File: config.mk
export PLATFORM = sky130hd
export DESIGN_NAME = array_bst_insert_traverse_top_flat
export DESIGN_NICKNAME = d
export VERILOG_FILES = /design/src/rtl/core/abst_pkg.sv /design/src/rtl/core/abst_if.sv /design/src/rtl/core/abst_ram.sv /design/src/rtl/core/array_bst_insert_traverse_top.sv /design/src/flat_wrapper.sv
export VERILOG_INCLUDE_DIRS = /design/src /design/src/rtl/core
export SDC_FILE = /design/constraint.sdc
export NUM_CORES = 1
export LEC_CHECK = 0
export ABC_AREA = 1
export BUFFER_PORTS_ARGS = -buffer_cell sky130_fd_sc_hd__buf_4
export CAP_MARGIN = 20
export CORE_ASPECT_RATIO = 1.2
export CORE_MARGIN = 2
export CORE_UTILIZATION = 39
export CTS_CLUSTER_DIAMETER = 100
export DETAILED_ROUTE_END_ITERATION = 10
export MAX_ROUTING_LAYER = met4
export PLACE_DENSITY = 0.64
export SLEW_MARGIN = 20
export SYNTH_ARGS = -nofsm -noshare
export SYNTH_HDL_FRONTEND = slang
export SYNTH_SLANG_ARGS = --single-unit
File: constraint.sdc
create_clock -name clk_i -period 2.8 [get_ports clk_i]
set_input_delay 0.42 -clock clk_i [delete_from_list [all_inputs] [get_ports clk_i]]
set_output_delay 0.42 -clock clk_i [all_outputs]
set_load 0.01 [all_outputs]
File: src/rtl/core/array_bst_insert_traverse_top_defines.svh
// Assertion macros shared by the RTL of the array BST block.
// Each macro expects clk_i and rst_ni in scope at the point of use.
`ifndef ARRAY_BST_INSERT_TRAVERSE_TOP_DEFINES_SVH
`define ARRAY_BST_INSERT_TRAVERSE_TOP_DEFINES_SVH

// same-cycle implication
`define ABST_ASSERT(lbl, ante, cons, msg) \
  lbl: assert property (@(posedge clk_i) disable iff (!rst_ni) (ante) |-> (cons)) \
    else $error(msg);

// next-cycle implication
`define ABST_ASSERT_NEXT(lbl, ante, cons, msg) \
  lbl: assert property (@(posedge clk_i) disable iff (!rst_ni) (ante) |=> (cons)) \
    else $error(msg);

`endif

File: src/rtl/core/abst_pkg.sv
// Shared constants, types and helpers for the array BST block.
// No dependencies.
package abst_pkg;

  localparam int unsigned Levels   = 6;
  localparam int unsigned KeyW     = 16;
  localparam int unsigned PortKeyW = 16;
  localparam int unsigned Slots    = (1 << Levels) - 1;
  localparam int unsigned SlotW    = Levels;
  localparam int unsigned CurW     = Levels + 1;

  typedef logic [KeyW-1:0]     key_t;
  typedef logic [PortKeyW-1:0] port_key_t;
  typedef logic [SlotW-1:0]    slot_t;
  typedef logic [CurW-1:0]     cur_t;

  typedef enum logic [1:0] {
    OrdIn    = 2'd0,
    OrdPre   = 2'd1,
    OrdPost  = 2'd2,
    OrdLevel = 2'd3
  } order_e;

  localparam logic CmdInsert    = 1'b0;
  localparam logic CmdTraverse  = 1'b1;
  localparam logic KindStatus   = 1'b0;
  localparam logic KindKey      = 1'b1;
  localparam logic StatusStored = 1'b0;
  localparam logic StatusNoRoom = 1'b1;

  // zero-extend or truncate between the internal key and the port key
  function automatic port_key_t to_port_key(key_t k);
    logic [KeyW+PortKeyW-1:0] ext;
    ext = {{PortKeyW{1'b0}}, k};
    return ext[PortKeyW-1:0];
  endfunction

  function automatic key_t from_port_key(port_key_t p);
    logic [KeyW+PortKeyW-1:0] ext;
    ext = {{KeyW{1'b0}}, p};
    return ext[KeyW-1:0];
  endfunction

endpackage

File: src/rtl/core/abst_if.sv
// Valid/ready channel interfaces for command and result transactions.
// Depends on abst_pkg.
interface abst_in_if;
  logic                        valid;
  logic                        ready;
  logic                        command;
  logic [abst_pkg::PortKeyW-1:0] key;
  logic [1:0]                  order;

  modport source (output valid, command, key, order, input ready);
  modport sink   (input valid, command, key, order, output ready);
endinterface

interface abst_out_if;
  logic                        valid;
  logic                        ready;
  logic                        kind;
  logic                        status;
  logic [abst_pkg::PortKeyW-1:0] out_key;
  logic                        key_valid;
  logic                        last;

  modport source (output valid, kind, status, out_key, key_valid, last, input ready);
  modport sink   (input valid, kind, status, out_key, key_valid, last, output ready);
endinterface

File: src/rtl/core/abst_ram.sv
// Generic single-write, single-read RAM with registered read data.
// No dependencies.
module abst_ram #(
  parameter int unsigned Width = 16,
  parameter int unsigned Depth = 63,
  localparam int unsigned AddrW = (Depth > 1) ? $clog2(Depth) : 1
) (
  input  logic             clk_i,
  input  logic             we_i,
  input  logic [AddrW-1:0] waddr_i,
  input  logic [Width-1:0] wdata_i,
  input  logic [AddrW-1:0] raddr_i,
  output logic [Width-1:0] rdata_o
);

  logic [Width-1:0] mem_q [Depth];
  logic [Width-1:0] rdata_q;

  always_ff @(posedge clk_i) begin
    if (we_i) begin
      mem_q[waddr_i] <= wdata_i;
    end
    rdata_q <= mem_q[raddr_i];
  end

  assign rdata_o = rdata_q;

endmodule

File: src/rtl/core/array_bst_insert_traverse_top.sv
// Array BST top: insert and in/pre/post/level-order traverse over 63 slots.
// Insert: steps StInsRd then StInsCmp per occupied level, then stores the key in a free
// slot or reports no room. Traverse: depth-first orders read the key RAM for each key;
// level order scans all 63 slots and reads each occupied one. One command at a time.
// Reset (async, active low) clears occupancy and control; stored keys are not cleared.
// Uses abst_pkg, abst_if, abst_ram and the assertion macro header.
`include "array_bst_insert_traverse_top_defines.svh"

module array_bst_insert_traverse_top (
  input logic       clk_i,
  input logic       rst_ni,
  abst_in_if.sink   in_i,
  abst_out_if.source out_o
);
  import abst_pkg::*;

  // sequencer states
  localparam logic [2:0] StIdle    = 3'd0;
  localparam logic [2:0] StInsRd   = 3'd1;  // check slot, write or launch key read
  localparam logic [2:0] StInsCmp  = 3'd2;  // compare stored key, step to child
  localparam logic [2:0] StDfStep  = 3'd3;  // depth-first walk: decide move / emit
  localparam logic [2:0] StDfKey   = 3'd4;  // depth-first walk: key read done, push it
  localparam logic [2:0] StLvlScan = 3'd5;  // level order: scan occupancy
  localparam logic [2:0] StLvlKey  = 3'd6;  // level order: key read done, push it
  localparam logic [2:0] StFin     = 3'd7;  // flush held key with last set

  // how the depth-first walk arrived at the current slot
  localparam logic [1:0] PhDown  = 2'd0;
  localparam logic [1:0] PhFromL = 2'd1;
  localparam logic [1:0] PhFromR = 2'd2;

  logic [2:0]       state_q, state_d;
  logic [1:0]       phase_q, phase_d;
  cur_t             cur_q, cur_d;     // slot under the walk, also the level-order index
  logic [Slots-1:0] used_q, used_d;   // occupancy, one flop per slot
  key_t             key_q, key_d;
  order_e           order_q, order_d;

  // one-entry hold so the final key of a traverse can carry last
  logic             pend_valid_q, pend_valid_d;
  key_t             pend_key_q, pend_key_d;

  // result register, parts the engine from the output handshake
  logic             out_valid_q, out_valid_d;
  logic             out_kind_q, out_kind_d;
  logic             out_status_q, out_status_d;
  key_t             out_key_q, out_key_d;
  logic             out_kval_q, out_kval_d;
  logic             out_last_q, out_last_d;

  logic             ram_we;
  key_t             ram_rdata;
  slot_t            cur_slot;
  logic             cur_in;
  logic             cur_node;
  logic             out_free;
  logic             can_push;
  logic             do_push;

  // depth-first move for the current slot and phase
  logic             emit_here;
  cur_t             mv_cur;
  logic [1:0]       mv_phase;
  logic             mv_done;
  cur_t             cur_up;
  logic [1:0]       phase_up;
  cur_t             child_l;
  cur_t             child_r;

  assign cur_slot = cur_q[SlotW-1:0];
  assign cur_in   = (cur_q < cur_t'(Slots));
  assign cur_node = cur_in && used_q[cur_slot];
  assign out_free = !out_valid_q || out_o.ready;
  assign can_push = !pend_valid_q || out_free;

  assign child_l  = {cur_q[CurW-2:0], 1'b1};
  assign child_r  = {cur_q[CurW-2:0] + (CurW-1)'(1), 1'b0};
  assign cur_up   = cur_t'((cur_q - cur_t'(1)) >> 1);
  assign phase_up = cur_q[0] ? PhFromL : PhFromR;  // odd slots are left children

  always_comb begin
    emit_here = 1'b0;
    mv_cur    = cur_q;
    mv_phase  = phase_q;
    mv_done   = 1'b0;
    unique case (phase_q)
      PhDown: begin
        if (cur_node) begin
          emit_here = (order_q == OrdPre);
          mv_cur    = child_l;
          mv_phase  = PhDown;
        end else if (cur_q == '0) begin
          mv_done = 1'b1;
        end else begin
          mv_cur   = cur_up;
          mv_phase = phase_up;
        end
      end
      PhFromL: begin
        emit_here = (order_q == OrdIn);
        mv_cur    = child_r;
        mv_phase  = PhDown;
      end
      PhFromR: begin
        emit_here = (order_q == OrdPost);
        if (cur_q == '0) begin
          mv_done = 1'b1;
        end else begin
          mv_cur   = cur_up;
          mv_phase = phase_up;
        end
      end
      default: begin
        mv_done = 1'b1;
      end
    endcase
  end

  // key store; the read address always follows the current slot, so read data
  // stays put while the engine stalls on a full result register
  abst_ram #(
    .Width (KeyW),
    .Depth (Slots)
  ) u_key_ram (
    .clk_i   (clk_i),
    .we_i    (ram_we),
    .waddr_i (cur_slot),
    .wdata_i (key_q),
    .raddr_i (cur_slot),
    .rdata_o (ram_rdata)
  );

  assign ram_we  = (state_q == StInsRd) && cur_in && !used_q[cur_slot] && out_free;
  assign do_push = ((state_q == StDfKey) || (state_q == StLvlKey)) && can_push;

  always_comb begin
    state_d      = state_q;
    phase_d      = phase_q;
    cur_d        = cur_q;
    used_d       = used_q;
    key_d        = key_q;
    order_d      = order_q;
    pend_valid_d = pend_valid_q;
    pend_key_d   = pend_key_q;
    out_valid_d  = out_valid_q && !out_o.ready;
    out_kind_d   = out_kind_q;
    out_status_d = out_status_q;
    out_key_d    = out_key_q;
    out_kval_d   = out_kval_q;
    out_last_d   = out_last_q;

    if (ram_we) begin
      used_d[cur_slot] = 1'b1;
    end

    // a pushed key goes to the hold; the key it displaces leaves as a result
    if (do_push) begin
      pend_valid_d = 1'b1;
      pend_key_d   = ram_rdata;
      if (pend_valid_q) begin
        out_valid_d  = 1'b1;
        out_kind_d   = KindKey;
        out_status_d = StatusStored;
        out_key_d    = pend_key_q;
        out_kval_d   = 1'b1;
        out_last_d   = 1'b0;
      end
    end

    unique case (state_q)
      StIdle: begin
        if (in_i.valid) begin
          key_d   = from_port_key(in_i.key);
          order_d = order_e'(in_i.order);
          cur_d   = '0;
          phase_d = PhDown;
          if (in_i.command == CmdInsert) begin
            state_d = StInsRd;
          end else if (!used_q[0]) begin
            state_d = StFin;  // empty tree: one result without a key
          end else if (order_e'(in_i.order) == OrdLevel) begin
            state_d = StLvlScan;
          end else begin
            state_d = StDfStep;
          end
        end
      end
      StInsRd: begin
        if (!cur_in || !used_q[cur_slot]) begin
          if (out_free) begin
            out_valid_d  = 1'b1;
            out_kind_d   = KindStatus;
            out_status_d = cur_in ? StatusStored : StatusNoRoom;
            out_key_d    = '0;
            out_kval_d   = 1'b0;
            out_last_d   = 1'b1;
            state_d      = StIdle;
          end
        end else begin
          state_d = StInsCmp;
        end
      end
      StInsCmp: begin
        // equal keys go left
        cur_d   = (ram_rdata < key_q) ? child_r : child_l;
        state_d = StInsRd;
      end
      StDfStep: begin
        if (emit_here) begin
          state_d = StDfKey;
        end else if (mv_done) begin
          state_d = StFin;
        end else begin
          cur_d   = mv_cur;
          phase_d = mv_phase;
        end
      end
      StDfKey: begin
        if (can_push) begin
          if (mv_done) begin
            state_d = StFin;
          end else begin
            cur_d   = mv_cur;
            phase_d = mv_phase;
            state_d = StDfStep;
          end
        end
      end
      StLvlScan: begin
        if (!cur_in) begin
          state_d = StFin;
        end else if (used_q[cur_slot]) begin
          state_d = StLvlKey;
        end else begin
          cur_d = cur_q + cur_t'(1);
        end
      end
      StLvlKey: begin
        if (can_push) begin
          cur_d   = cur_q + cur_t'(1);
          state_d = StLvlScan;
        end
      end
      StFin: begin
        if (out_free) begin
          out_valid_d  = 1'b1;
          out_kind_d   = KindKey;
          out_status_d = StatusStored;
          out_key_d    = pend_valid_q ? pend_key_q : '0;
          out_kval_d   = pend_valid_q;
          out_last_d   = 1'b1;
          pend_valid_d = 1'b0;
          state_d      = StIdle;
        end
      end
      default: begin
        state_d = StIdle;
      end
    endcase
  end

  always_ff @(posedge clk_i or negedge rst_ni) begin
    if (!rst_ni) begin
      state_q      <= StIdle;
      phase_q      <= PhDown;
      cur_q        <= '0;
      used_q       <= '0;
      pend_valid_q <= 1'b0;
      out_valid_q  <= 1'b0;
    end else begin
      state_q      <= state_d;
      phase_q      <= phase_d;
      cur_q        <= cur_d;
      used_q       <= used_d;
      pend_valid_q <= pend_valid_d;
      out_valid_q  <= out_valid_d;
    end
  end

  always_ff @(posedge clk_i) begin
    key_q        <= key_d;
    order_q      <= order_d;
    pend_key_q   <= pend_key_d;
    out_kind_q   <= out_kind_d;
    out_status_q <= out_status_d;
    out_key_q    <= out_key_d;
    out_kval_q   <= out_kval_d;
    out_last_q   <= out_last_d;
  end

  assign in_i.ready      = (state_q == StIdle);
  assign out_o.valid     = out_valid_q;
  assign out_o.kind      = out_kind_q;
  assign out_o.status    = out_status_q;
  assign out_o.out_key   = to_port_key(out_key_q);
  assign out_o.key_valid = out_kval_q;
  assign out_o.last      = out_last_q;

  `ABST_ASSERT(a_write_free_slot, ram_we, !used_q[cur_slot], "insert wrote an occupied slot")
  `ABST_ASSERT_NEXT(a_used_sticky, 1'b1, &(used_q | ~$past(used_q)), "occupancy cleared")
  `ABST_ASSERT(a_fin_has_key, (state_q == StFin) && used_q[0], pend_valid_q, "no key at end")
  `ABST_ASSERT(a_status_last, out_valid_q && (out_kind_q == KindStatus), out_last_q, "no last flag")

endmodule
File: src/flat_wrapper.sv
// flat-port wrapper written by rule: the top's interface ports become plain ports
module array_bst_insert_traverse_top_flat import abst_pkg::*;
  (clk_i, rst_ni, in_i_valid, in_i_command, in_i_key, in_i_order, in_i_ready, out_o_valid, out_o_kind, out_o_status, out_o_out_key, out_o_key_valid, out_o_last, out_o_ready);
  abst_in_if in_i_i ();
  abst_out_if out_o_i ();
  input logic clk_i;
  input logic rst_ni;
  input wire logic [$bits(in_i_i.valid)-1:0] in_i_valid;
  input wire logic [$bits(in_i_i.command)-1:0] in_i_command;
  input wire logic [$bits(in_i_i.key)-1:0] in_i_key;
  input wire logic [$bits(in_i_i.order)-1:0] in_i_order;
  output wire logic [$bits(in_i_i.ready)-1:0] in_i_ready;
  output wire logic [$bits(out_o_i.valid)-1:0] out_o_valid;
  output wire logic [$bits(out_o_i.kind)-1:0] out_o_kind;
  output wire logic [$bits(out_o_i.status)-1:0] out_o_status;
  output wire logic [$bits(out_o_i.out_key)-1:0] out_o_out_key;
  output wire logic [$bits(out_o_i.key_valid)-1:0] out_o_key_valid;
  output wire logic [$bits(out_o_i.last)-1:0] out_o_last;
  input wire logic [$bits(out_o_i.ready)-1:0] out_o_ready;
  assign in_i_i.valid = in_i_valid;
  assign in_i_i.command = in_i_command;
  assign in_i_i.key = in_i_key;
  assign in_i_i.order = in_i_order;
  assign in_i_ready = in_i_i.ready;
  assign out_o_valid = out_o_i.valid;
  assign out_o_kind = out_o_i.kind;
  assign out_o_status = out_o_i.status;
  assign out_o_out_key = out_o_i.out_key;
  assign out_o_key_valid = out_o_i.key_valid;
  assign out_o_last = out_o_i.last;
  assign out_o_i.ready = out_o_ready;
  array_bst_insert_traverse_top u_core (.clk_i(clk_i), .rst_ni(rst_ni), .in_i(in_i_i), .out_o(out_o_i));
endmodule
==> results of run 1 <==
[cells in the mapped netlist (6+ instances only)]
library cell,instances
sky130_fd_sc_hd__or2_1,8
sky130_fd_sc_hd__buf_4,7
sky130_fd_sc_hd__edfxtp_1,1042
sky130_fd_sc_hd__a22o_1,63
sky130_fd_sc_hd__inv_2,11
sky130_fd_sc_hd__inv_1,187
sky130_fd_sc_hd__a21oi_1,39
sky130_fd_sc_hd__clkbuf_1,75
sky130_fd_sc_hd__a22oi_1,140
sky130_fd_sc_hd__o21ai_1,26
sky130_fd_sc_hd__ha_1,22
sky130_fd_sc_hd__buf_2,45
sky130_fd_sc_hd__buf_1,19
sky130_fd_sc_hd__o22ai_1,16
sky130_fd_sc_hd__nor2_2,8
sky130_fd_sc_hd__nor3_1,6
sky130_fd_sc_hd__nand2_1,685
sky130_fd_sc_hd__o211ai_1,7
sky130_fd_sc_hd__o21ai_0,100
sky130_fd_sc_hd__dfxtp_1,36
sky130_fd_sc_hd__nor2_1,110
sky130_fd_sc_hd__o2bb2ai_1,9
sky130_fd_sc_hd__a221oi_1,115
sky130_fd_sc_hd__nand3_1,108
sky130_fd_sc_hd__dfrtp_1,77
sky130_fd_sc_hd__nand4_1,129
sky130_fd_sc_hd__nand2_2,12
[how the worst max path moves through the flow]
stage                                 from                                       end  slack [ps]
2_1_floorplan  u_core.cur_q[0]$_DFFE_PN0P_   u_core.u_key_ram.mem_q[14][0]$_DFFE_PP_        -260
3_3_place_gp   u_core.cur_q[0]$_DFFE_PN0P_   u_core.u_key_ram.mem_q[16][6]$_DFFE_PP_        -160
3_5_place_dp   u_core.cur_q[0]$_DFFE_PN0P_   u_core.u_key_ram.mem_q[16][0]$_DFFE_PP_        -170
4_1_cts        u_core.cur_q[0]$_DFFE_PN0P_   u_core.u_key_ram.mem_q[36][9]$_DFFE_PP_         -60
5_1_grt        u_core.cur_q[0]$_DFFE_PN0P_  u_core.u_key_ram.mem_q[36][11]$_DFFE_PP_        -200
6_report       u_core.cur_q[0]$_DFFE_PN0P_       u_core.u_key_ram.rdata_o[3]$_DFF_P_        -140
[power breakdown]
group / internal [W] / switching, W / leakage (nW)
Clock: 0.00864 / 0.00642 / 1.75
Sequential: 0.0198 / 0.000596 / 10.4
Combinational: 0.00429 / 0.00781 / 7.06
[sequential cells by signal, summed over array words and instances (netlist names), 2 cells and up]
signal / flops
u_core.used_q: 63
u_core.state_q: 3
u_core.order_q: 2
u_core.pend_key_q: 16
u_core.phase_q: 2
u_core.key_q: 16
u_core.u_key_ram.rdata_o: 16
u_core.u_key_ram.mem_q: 1008
u_core.cur_q: 7
u_core.out_o.out_key: 16
[worst register-to-register path, delay by kind of cell, from the launching register on]
kind | cells | cell delay [ps]
AOI/OAI and AO/OA | 2 | 400
buffers and inverters | 4 | 900
DFF | 1 | 420
and+or+nand+nor | 5 | 1100
[layout make-up]
type	instances	area, µm²
Tap cell	1507	1886
Clock buffer	139	2828
Sequential cell	1155	33940
Multi-Input combinational cell	1638	9218
Timing Repair Buffer	447	4931
Clock inverter	57	777.0
Inverter	202	780.7
Fill cell	9529	58300
Antenna cell	1	2.502
[metal layers]
layer | share of wire | wire (µm)
met1 | 0.38 | 51310
met3 | 0.088 | 11900
met4 | 0.045 | 6171
met5 | 0 | 0
met2 | 0.49 | 66250
[cell families (layout without fill, tap and decap cells)]
kind of cell | after synthesis | in the layout | synth area share
AOI/OAI and AO/OA | 530 | 530 | 0.08597
buffers and inverters | 352 | 845 | 0.03253
other | 0 | 1 | 0
DFF | 1155 | 1155 | 0.7686
adders and majority gates | 22 | 22 | 0.006234
xor gates and xnor gates | 4 | 4 | 0.0007933
and+or+nand+nor | 1082 | 1082 | 0.1059
[metrics by stage]
step	cells	setup TNS, ps	utilization
2_1_floorplan	3145	-101640	-
3_3_place_gp	4898	-46370	0.4396
3_5_place_dp	4898	-43220	0.4396
4_1_cts	5119	-4719	0.4754
5_1_grt	5146	-90140	0.4825
6_report	5146	-11080	0.4825
[repair_timing]
action                     CTS  global route
setup buffers                3             8
pin swaps                    2            21
hold buffers                19             0
setup endpoints to repair  829          1043
hold endpoints to repair    50             0
resized for setup           38           101
cloned                       3            18
==> summary.json, run 1 <==
{
  "routing": {
    "post_drt_via_cell_ratio": 5.559,
    "antenna_left": 0,
    "detail_route.wl_per_cell_um": 26.36,
    "drt-initial-drc-count": 3502,
    "route.detailed.drc": 0,
    "dr_total_vias": 28606,
    "postRouteWirelength_um": 135600,
    "detail_route.first_pass.iterations": 6
  },
  "setup_path": {
    "worst_setup_path_start_kind": "register",
    "worst_ep_required_time_ps": 3380,
    "reg_to_reg_end": "u_core.u_key_ram.rdata_o[3]$_DFF_P_",
    "crit_path_max_fanout": 26,
    "rr_worst_depth": 11,
    "timing.critical_path.arrival_ps": 3520,
    "critical_path.reg2reg.startpoint": "u_core.cur_q[0]$_DFFE_PN0P_",
    "endpoint_kind": "register",
    "critical_path.n_buffers_inverters": 4,
    "worst-r2r-setup-slack_ps": -140,
    "path_class": "reg2reg",
    "critical-path-top-delay-family": "simple AND/OR/NAND/NOR gates",
    "worst-path-stages": 11,
    "cp_cell_sequence": "buf_4, nor2_4, buf_12, inv_1, buf_12, o21ai_0, a221oi_1, nand2_1, nand2_1, nand4_1, or2_1",
    "slowest_stage": "sky130_fd_sc_hd__dfrtp_2",
    "slowest_delay_ps": 420
  },
  "die": {
    "dieHeight_um": 372.6,
    "std_cell_rows": 135,
    "die_width_um": 311.2,
    "core-area_um2": 112700,
    "dieArea_um2": 115900,
    "design.portCount": 45,
    "initial_core_util": 0.3919
  },
  "global_routing": {
    "use_met1": 0.2954,
    "global_route.usage.met2": 0.3787,
    "grt_pass1_wl_um": 193600,
    "groute.usage.overall": 0.2340,
    "grt_pass1_vias": 27638,
    "groute.layer.met3.usage": 0.03551,
    "globalRoute.busiestLayer": "met2",
    "grt_max_degree": 64,
    "gr-total-overflow": 0,
    "antenna_found_initial": 2
  },
  "power_and_ir_drop": {
    "finalPower_w": 0.04756,
    "leakage_nw": 19.22,
    "ir_drop_mv": 0.5823,
    "power_density_nw_per_um2": 874.8
  },
  "cts": {
    "cts.reportedPaths.clkPinSlew_ps": 60,
    "number_of_h_tree_levels": 3,
    "clock_tree_from_tritoncts": "yes",
    "cts_sinks": 1155,
    "clockRootBuffer": "sky130_fd_sc_hd__clkbuf_16",
    "clock_buffers_created_by_tritoncts": 107,
    "cts-root-to-sink-buffers": 3,
    "clk-insertion-delay-late_ps": 700
  },
  "layout": {
    "area_growth_pct": 23.11,
    "finish.instance_area_um2": 54360,
    "layout-drive-gt1-share": 0.1968,
    "most-common-layout-cells": "sky130_fd_sc_hd__edfxtp_1 (1,042), sky130_fd_sc_hd__nand2_1 (681), sky130_fd_sc_hd__buf_4 (291), sky130_fd_sc_hd__inv_1 (187), sky130_fd_sc_hd__a22oi_1 (140)",
    "layout.cells.most_common": "sky130_fd_sc_hd__edfxtp_1",
    "layout.nets": 3596
  },
  "logic_synthesis": {
    "synth-edff-count": 1042,
    "mappedNetlistNets": 3190,
    "netlist_area_um2": 44160,
    "number_of_distinct_library_cells_after_synthesis": 47,
    "synthDominantCellAreaShare": 0.7086,
    "synth_top_cells_by_area": "sky130_fd_sc_hd__edfxtp_1 (71%), sky130_fd_sc_hd__nand2_1 (5.8%), sky130_fd_sc_hd__dfrtp_1 (4.4%), sky130_fd_sc_hd__a22oi_1 (2.4%), sky130_fd_sc_hd__a221oi_1 (2.3%)",
    "yosysWarningCount": 0,
    "ys_dominant_reg_cell": "sky130_fd_sc_hd__edfxtp_1",
    "ys_async_sr_fraction": 0.06667,
    "netlist_instances": 3145,
    "ys_seq_elements": 1155,
    "synth.largest_area_cell": "sky130_fd_sc_hd__edfxtp_1",
    "synth_seq_area_share": 0.7686,
    "synth.avg_cell_area_um2": 14.04
  },
  "sta": {
    "setup_viol_count_final": 369,
    "layout_min_cycle_time_ps": 2939,
    "timing_hold_violations_final": 0,
    "fmaxAchievable_ghz": 0.3403,
    "timing_max_transition_violations_final": 0,
    "grt_setup_unrepaired": "yes",
    "hold-worst-slack_ps": 71.86,
    "timing_worst_slew_pin_value_ps": 1100,
    "slew_headroom": 0.2659,
    "timing.final.crit_share": 1.050,
    "crit_path_setup_slack_layout_ps": -138.9,
    "finalClockSkew_ps": 37.23
  },
  "min_path": {
    "worst_hold_path_type": "in2reg",
    "worstHoldEndpoint": "u_core.out_o.last$_DFF_P_",
    "worstHoldPathCells": 3,
    "worstHoldStart": "out_o_ready"
  },
  "run": {
    "max-cap-violations": 0
  },
  "placement": {
    "routabilityCongestion": 0.9614,
    "pre_cts_slack_ps": -165.5,
    "placement.io_buffers": 44,
    "dpl_cell_area_um2": 49530,
    "place_hpwl_um": 85240
  },
  "run_status": {
    "run_status": "complete, but fails checks",
    "failed_checks": "negative setup slack"
  }
}
(Power assumes the default switching activity.)
==> run 2, diff against run 1 <==
--- a/config.mk
+++ b/config.mk
@@ -6,7 +6,6 @@
 export SDC_FILE = /design/constraint.sdc
 export NUM_CORES = 1
 export LEC_CHECK = 0
-export ABC_AREA = 1
 export BUFFER_PORTS_ARGS = -buffer_cell sky130_fd_sc_hd__buf_4
 export CAP_MARGIN = 20
 export CORE_ASPECT_RATIO = 1.2
==> summary.json, run 2 <==
{
  "sta": {
    "slew_headroom": {"value": 0.2974, "change": "was 0.2659"},
    "setup_viol_count_final": {"value": 1120, "change": "was 369"},
    "timing_max_transition_violations_final": {"value": 0, "change": "unchanged"},
    "finalClockSkew": {"value": 27.05, "unit": "ps", "change": "was 37.23 ps"},
    "timing.setup.tns": {"value": -683400, "unit": "ps", "change": "was -11,080 ps"},
    "hold-worst-slack": {"value": 106.4, "unit": "ps", "change": "was 71.86 ps"},
    "crit_path_setup_slack_layout": {"value": -703.5, "unit": "ps", "change": "was -138.9 ps"},
    "timing_hold_violations_final": {"value": 0, "change": "unchanged"},
    "layout_min_cycle_time": {"value": 3503, "unit": "ps", "change": "was 2939 ps"},
    "timing.final.crit_share": {"value": 1.251, "change": "was 1.050"},
    "timing_worst_slew_pin_value": {"value": 1050, "unit": "ps", "change": "was 1100 ps"},
    "grt_setup_unrepaired": {"value": "yes", "change": "unchanged"},
    "fmaxAchievable": {"value": 0.2854, "unit": "GHz", "change": "was 0.3403 GHz"}
  },
  "power_and_ir_drop": {
    "ir_drop": {"value": 0.5415, "unit": "mV", "change": "was 0.5823 mV"},
    "finalPower": {"value": 0.04989, "unit": "W", "change": "was 0.04756 W"},
    "power_switching": {"value": 0.01577, "unit": "W", "change": "was 0.01482 W"},
    "combinational_fraction_of_design_power": {"value": 0.299, "change": "was 0.254"},
    "internal_power_summed_over_all_cells": {"value": 0.03411, "unit": "W", "change": "was 0.03274 W"},
    "power_density": {"value": 919.1, "unit": "nW/µm²", "change": "was 874.8 nW/µm²"},
    "pwr-share-clk": {"value": 0.293, "change": "was 0.317"},
    "sw_frac_of_total": {"value": 0.3162, "change": "was 0.3116"},
    "power.sequential.fraction": {"value": 0.408, "change": "was 0.429"},
    "leakage": {"value": 18.23, "unit": "nW", "change": "was 19.22 nW"}
  },
  "logic_synthesis": {
    "ys_async_sr_fraction": {"value": 0.06667, "change": "unchanged"},
    "most_used_standard_cell_by_instance_count_after_synthesis": {"value": "sky130_fd_sc_hd__edfxtp_1", "change": "unchanged"},
    "synth_seq_area_share": {"value": 0.7842, "change": "was 0.7686"},
    "synth.largest_area_cell": {"value": "sky130_fd_sc_hd__edfxtp_1", "change": "unchanged"},
    "ys_dominant_reg_cell": {"value": "sky130_fd_sc_hd__edfxtp_1", "change": "unchanged"},
    "synth_commonest_cells": {"value": "sky130_fd_sc_hd__edfxtp_1 (1,042), sky130_fd_sc_hd__a22oi_1 (301), sky130_fd_sc_hd__nor2_1 (124)", "change": "was sky130_fd_sc_hd__edfxtp_1 (1,042), sky130_fd_sc_hd__nand2_1 (685), sky130_fd_sc_hd__inv_1 (187)"},
    "synth_top_cells_by_area": {"value": "sky130_fd_sc_hd__edfxtp_1 (72%), sky130_fd_sc_hd__a22oi_1 (5.2%), sky130_fd_sc_hd__dfrtp_1 (4.5%), sky130_fd_sc_hd__a22o_1 (2.0%), sky130_fd_sc_hd__a221oi_1 (1.8%)", "change": "was sky130_fd_sc_hd__edfxtp_1 (71%), sky130_fd_sc_hd__nand2_1 (5.8%), sky130_fd_sc_hd__dfrtp_1 (4.4%), sky130_fd_sc_hd__a22oi_1 (2.4%), sky130_fd_sc_hd__a221oi_1 (2.3%)"},
    "number_of_distinct_library_cells_after_synthesis": {"value": 75, "change": "was 47"},
    "netlist_instances": {"value": 2563, "change": "was 3,145"},
    "synth.avg_cell_area": {"value": 16.88, "unit": "µm²", "change": "was 14.04 µm²"},
    "mappedNetlistNets": {"value": 2608, "change": "was 3,190"},
    "netlist_area": {"value": 43270, "unit": "µm²", "change": "was 44,160 µm²"},
    "yosysWarningCount": {"value": 0, "change": "unchanged"},
    "ys_seq_elements": {"value": 1155, "change": "unchanged"},
    "synthDominantCellAreaShare": {"value": 0.7231, "change": "was 0.7086"},
    "synth-edff-count": {"value": 1042, "change": "unchanged"}
  },
  "setup_path": {
    "worst_setup_path_start_kind": {"value": "register", "change": "unchanged"},
    "timing.critical_path.mode_cell": "sky130_fd_sc_hd__buf_12",
    "endpoint_kind": {"value": "register", "change": "unchanged"},
    "crit_path_max_fanout": {"value": 17, "change": "was 26"},
    "critical_path.n_buffers_inverters": {"value": 5, "change": "was 4"},
    "timing.critical_path.arrival": {"value": 3910, "unit": "ps", "change": "was 3520 ps"},
    "cp_cell_sequence": {"value": "buf_12, mux4_2, mux2i_4, o22ai_2, or3b_4, buf_6, nor4_4, and4_4, buf_12, nand3_4, buf_6, nor2_4, buf_12", "change": "was buf_4, nor2_4, buf_12, inv_1, buf_12, o21ai_0, a221oi_1, nand2_1, nand2_1, nand4_1, or2_1"},
    "worst_ep_required_time": {"value": 3210, "unit": "ps", "change": "was 3380 ps"},
    "path_class": {"value": "reg2reg", "change": "unchanged"},
    "slowest_stage": {"value": "sky130_fd_sc_hd__mux4_2", "change": "was sky130_fd_sc_hd__dfrtp_2"},
    "critical-path-top-delay-family": {"value": "simple AND/OR/NAND/NOR gates", "change": "unchanged"},
    "slowest_delay": {"value": 530, "unit": "ps", "change": "was 420 ps"}
  },
  "layout": {
    "area_growth": {"value": 25.43, "unit": "%", "change": "was 23.11%"},
    "num_antenna_cells": {"value": 0, "change": "was 1"},
    "most-common-layout-cells": {"value": "sky130_fd_sc_hd__edfxtp_1 (1,042), sky130_fd_sc_hd__buf_4 (396), sky130_fd_sc_hd__a22oi_1 (300), sky130_fd_sc_hd__clkbuf_16 (111), sky130_fd_sc_hd__a22o_1 (101)", "change": "was sky130_fd_sc_hd__edfxtp_1 (1,042), sky130_fd_sc_hd__nand2_1 (681), sky130_fd_sc_hd__buf_4 (291), sky130_fd_sc_hd__inv_1 (187), sky130_fd_sc_hd__a22oi_1 (140)"},
    "layout.cells.most_common": {"value": "sky130_fd_sc_hd__edfxtp_1", "change": "unchanged"},
    "layout.nets": {"value": 3099, "change": "was 3,596"},
    "largest_register": {"value": "u_core.u_key_ram.mem_q", "change": "unchanged"},
    "layoutNonFillerInstCount": {"value": 4555, "change": "was 5,146"},
    "largest_register_ff_count": {"value": 1008, "change": "unchanged"},
    "layout_top_registers": {"value": "u_core.u_key_ram.mem_q (1008), u_core.used_q (63)", "change": "unchanged"},
    "finish.instance_area": {"value": 54280, "unit": "µm²", "change": "was 54,360 µm²"},
    "layout-drive-gt1-share": {"value": 0.2811, "change": "was 0.1968"}
  },
  "cts": {
    "cts.reportedPaths.clkPinSlew": {"value": 70, "unit": "ps", "change": "was 60 ps"},
    "clock_tree_from_tritoncts": {"value": "yes", "change": "unchanged"},
    "number_of_h_tree_levels": {"value": 3, "change": "unchanged"},
    "cts-root-to-sink-buffers": {"value": 3, "change": "unchanged"},
    "clock_buffers_created_by_tritoncts": {"value": 105, "change": "was 107"},
    "cts_sinks": {"value": 1155, "change": "unchanged"},
    "clk-insertion-delay-late": {"value": 720, "unit": "ps", "change": "was 700 ps"},
    "clockRootBuffer": {"value": "sky130_fd_sc_hd__clkbuf_16", "change": "unchanged"}
  },
  "run_status": {
    "failed_checks": {"value": "negative setup slack", "change": "unchanged"},
    "run_status": {"value": "complete, but fails checks", "change": "unchanged"}
  },
  "routing": {
    "drt-initial-drc-count": {"value": 3716, "change": "was 3,502"},
    "detail_route.first_pass.iterations": {"value": 6, "change": "unchanged"},
    "post_drt_via_cell_ratio": {"value": 6.029, "change": "was 5.559"},
    "postRouteWirelength": {"value": 136000, "unit": "µm", "change": "was 135,600 µm"},
    "detail_route.wl_per_cell": {"value": 29.85, "unit": "µm", "change": "was 26.36 µm"},
    "dr_total_vias": {"value": 27462, "change": "was 28,606"},
    "antenna_left": {"value": 0, "change": "unchanged"},
    "route.detailed.drc": {"value": 0, "change": "unchanged"}
  },
  "global_routing": {
    "grt_pass1_wl": {"value": 194600, "unit": "µm", "change": "was 193,600 µm"},
    "gr-total-overflow": {"value": 0, "change": "unchanged"},
    "grt_max_degree": {"value": 64, "change": "unchanged"},
    "groute.usage.overall": {"value": 0.2437, "change": "was 0.2340"},
    "grt_pass1_vias": {"value": 27092, "change": "was 27,638"},
    "antenna_found_initial": {"value": 2, "change": "unchanged"}
  },
  "min_path": {
    "worst_hold_path_type": {"value": "in2async", "change": "was in2reg"}
  },
  "die": {
    "dieArea": {"value": 113600, "unit": "µm²", "change": "was 115,900 µm²"},
    "design.portCount": {"value": 45, "change": "unchanged"},
    "dieHeight": {"value": 368.9, "unit": "µm", "change": "was 372.6 µm"},
    "die_width": {"value": 308.1, "unit": "µm", "change": "was 311.2 µm"},
    "std_cell_rows": {"value": 133, "change": "was 135"},
    "core-area": {"value": 109800, "unit": "µm²", "change": "was 112,700 µm²"},
    "initial_core_util": {"value": 0.3940, "change": "was 0.3919"}
  },
  "placement": {
    "dpl_cell_area": {"value": 49960, "unit": "µm²", "change": "was 49,530 µm²"},
    "placement.io_buffers": {"value": 44, "change": "unchanged"},
    "place_inst": {"value": 4317, "change": "was 4,898"},
    "place_hpwl": {"value": 86790, "unit": "µm", "change": "was 85,240 µm"},
    "routabilityCongestion": {"value": 0.9656, "change": "was 0.9614"}
  },
  "run": {
    "max-cap-violations": {"value": 0, "change": "unchanged"}
  }
}
## run 2: cell types whose count changed in the layout (fill, tap and decap cells not counted), sizes merged, moves of 92 or more
| cell | previous run | this run |
|---|---|---|
| inv | 201 | 25 |
| nand2 | 699 | 67 |
| o21ai | 129 | 37 |
| buf | 416 | 516 |
| a22oi | 140 | 301 |
| nand4 | 129 | 23 |
## run 2: final cells by class
| class | instances | area, µm² |
|---|---|---|
| Multi-Input combinational cell | 1230 | 9503 |
| Fill cell | 8962 | 55550 |
| Clock inverter | 60 | 670.6 |
| Sequential cell | 1155 | 33940 |
| Timing Repair Buffer | 538 | 5484 |
| Inverter | 24 | 96.34 |
| Tap cell | 1417 | 1773 |
| Clock buffer | 131 | 2809 |
## run 2: power groups by stage
stage	sequential [W]	combinational, W	clock, W
CTS	0.0204	0.0143	0.0147
finish	0.0203	0.0149	0.0146
global placement	0.0207	0.0138	0
global route	0.0204	0.0156	0.0154
floorplan	0.0207	0.00656	0
detailed placement	0.0207	0.0140	0
## run 2: path summary, 6_finish.rpt
kind                                                             to  depth (start not counted)  slack [ps]                           startpoint
max in group asynchronous             u_core.used_q[45]$_DFFE_PN0P_                          3        1970                               rst_ni
min reg2reg                          u_core.pend_key_q[3]$_DFFE_PP_                          0         440  u_core.u_key_ram.rdata_o[3]$_DFF_P_
min in group clk_i                    u_core.state_q[2]$_DFFE_PN0P_                          5         110                         in_i_command
max reg2reg                u_core.u_key_ram.mem_q[50][15]$_DFFE_PP_                         13        -700          u_core.cur_q[0]$_DFFE_PN0P_
min                                     u_core.cur_q[6]$_DFFE_PN0P_                          2         110                               rst_ni
max                        u_core.u_key_ram.mem_q[50][15]$_DFFE_PP_                         13        -700          u_core.cur_q[0]$_DFFE_PN0P_
## run 2: logic make-up (layout without fill, tap and decap cells)
group / count (synthesis) / in the layout / synth area share
muxes: 56 / 56 / 0.01561
DFF: 1155 / 1155 / 0.7842
adders and majority gates: 22 / 22 / 0.006361
buffers and inverters: 178 / 753 / 0.01608
AOI/OAI and AO/OA: 750 / 750 / 0.1302
xor gates and xnor gates: 12 / 12 / 0.002429
and+or+nand+nor: 390 / 390 / 0.04511
## run 2: through the flow
stage               setup slack (ps)    util
finish                        -703.5  0.4942
global placement               -1074  0.4548
detailed placement            -887.3  0.4549
global route                  -771.8  0.4942
floorplan                     -326.4       -
CTS                           -715.6  0.4912
## run 2: worst reg2reg max path, cell delays in order (launching register included)
cell and delay (ps):
sky130_fd_sc_hd__dfrtp_2 400, sky130_fd_sc_hd__buf_12 130, sky130_fd_sc_hd__mux4_2 540, sky130_fd_sc_hd__mux2i_4 200, sky130_fd_sc_hd__o22ai_2 120, sky130_fd_sc_hd__or3b_4 430, sky130_fd_sc_hd__buf_6 140, sky130_fd_sc_hd__nor4_4 140
sky130_fd_sc_hd__and4_4 270, sky130_fd_sc_hd__buf_12 170, sky130_fd_sc_hd__nand3_4 150, sky130_fd_sc_hd__buf_6 190, sky130_fd_sc_hd__nor2_4 130, sky130_fd_sc_hd__buf_12 180
## run 2: layer usage
metal  up-vias  track usage  share of wire  wire length (µm)
li1      11498            -              -                 -
met1     14119       0.3090           0.38             51630
met2      1549       0.3859           0.48             65670
met3       296      0.03353          0.082             11220
met4         0       0.1206          0.055              7435
met5         -            -              0                 0
## run 2: what timing repair did
action | CTS | global route
gates cloned | 2 | 2
setup endpoints to repair | 1120 | 1120
hold buffers | 19 | 0
pin swaps | 19 | 17
endpoints found under the hold margin | 95 | 0
setup buffers | 14 | 12
resized for setup | 32 | 41
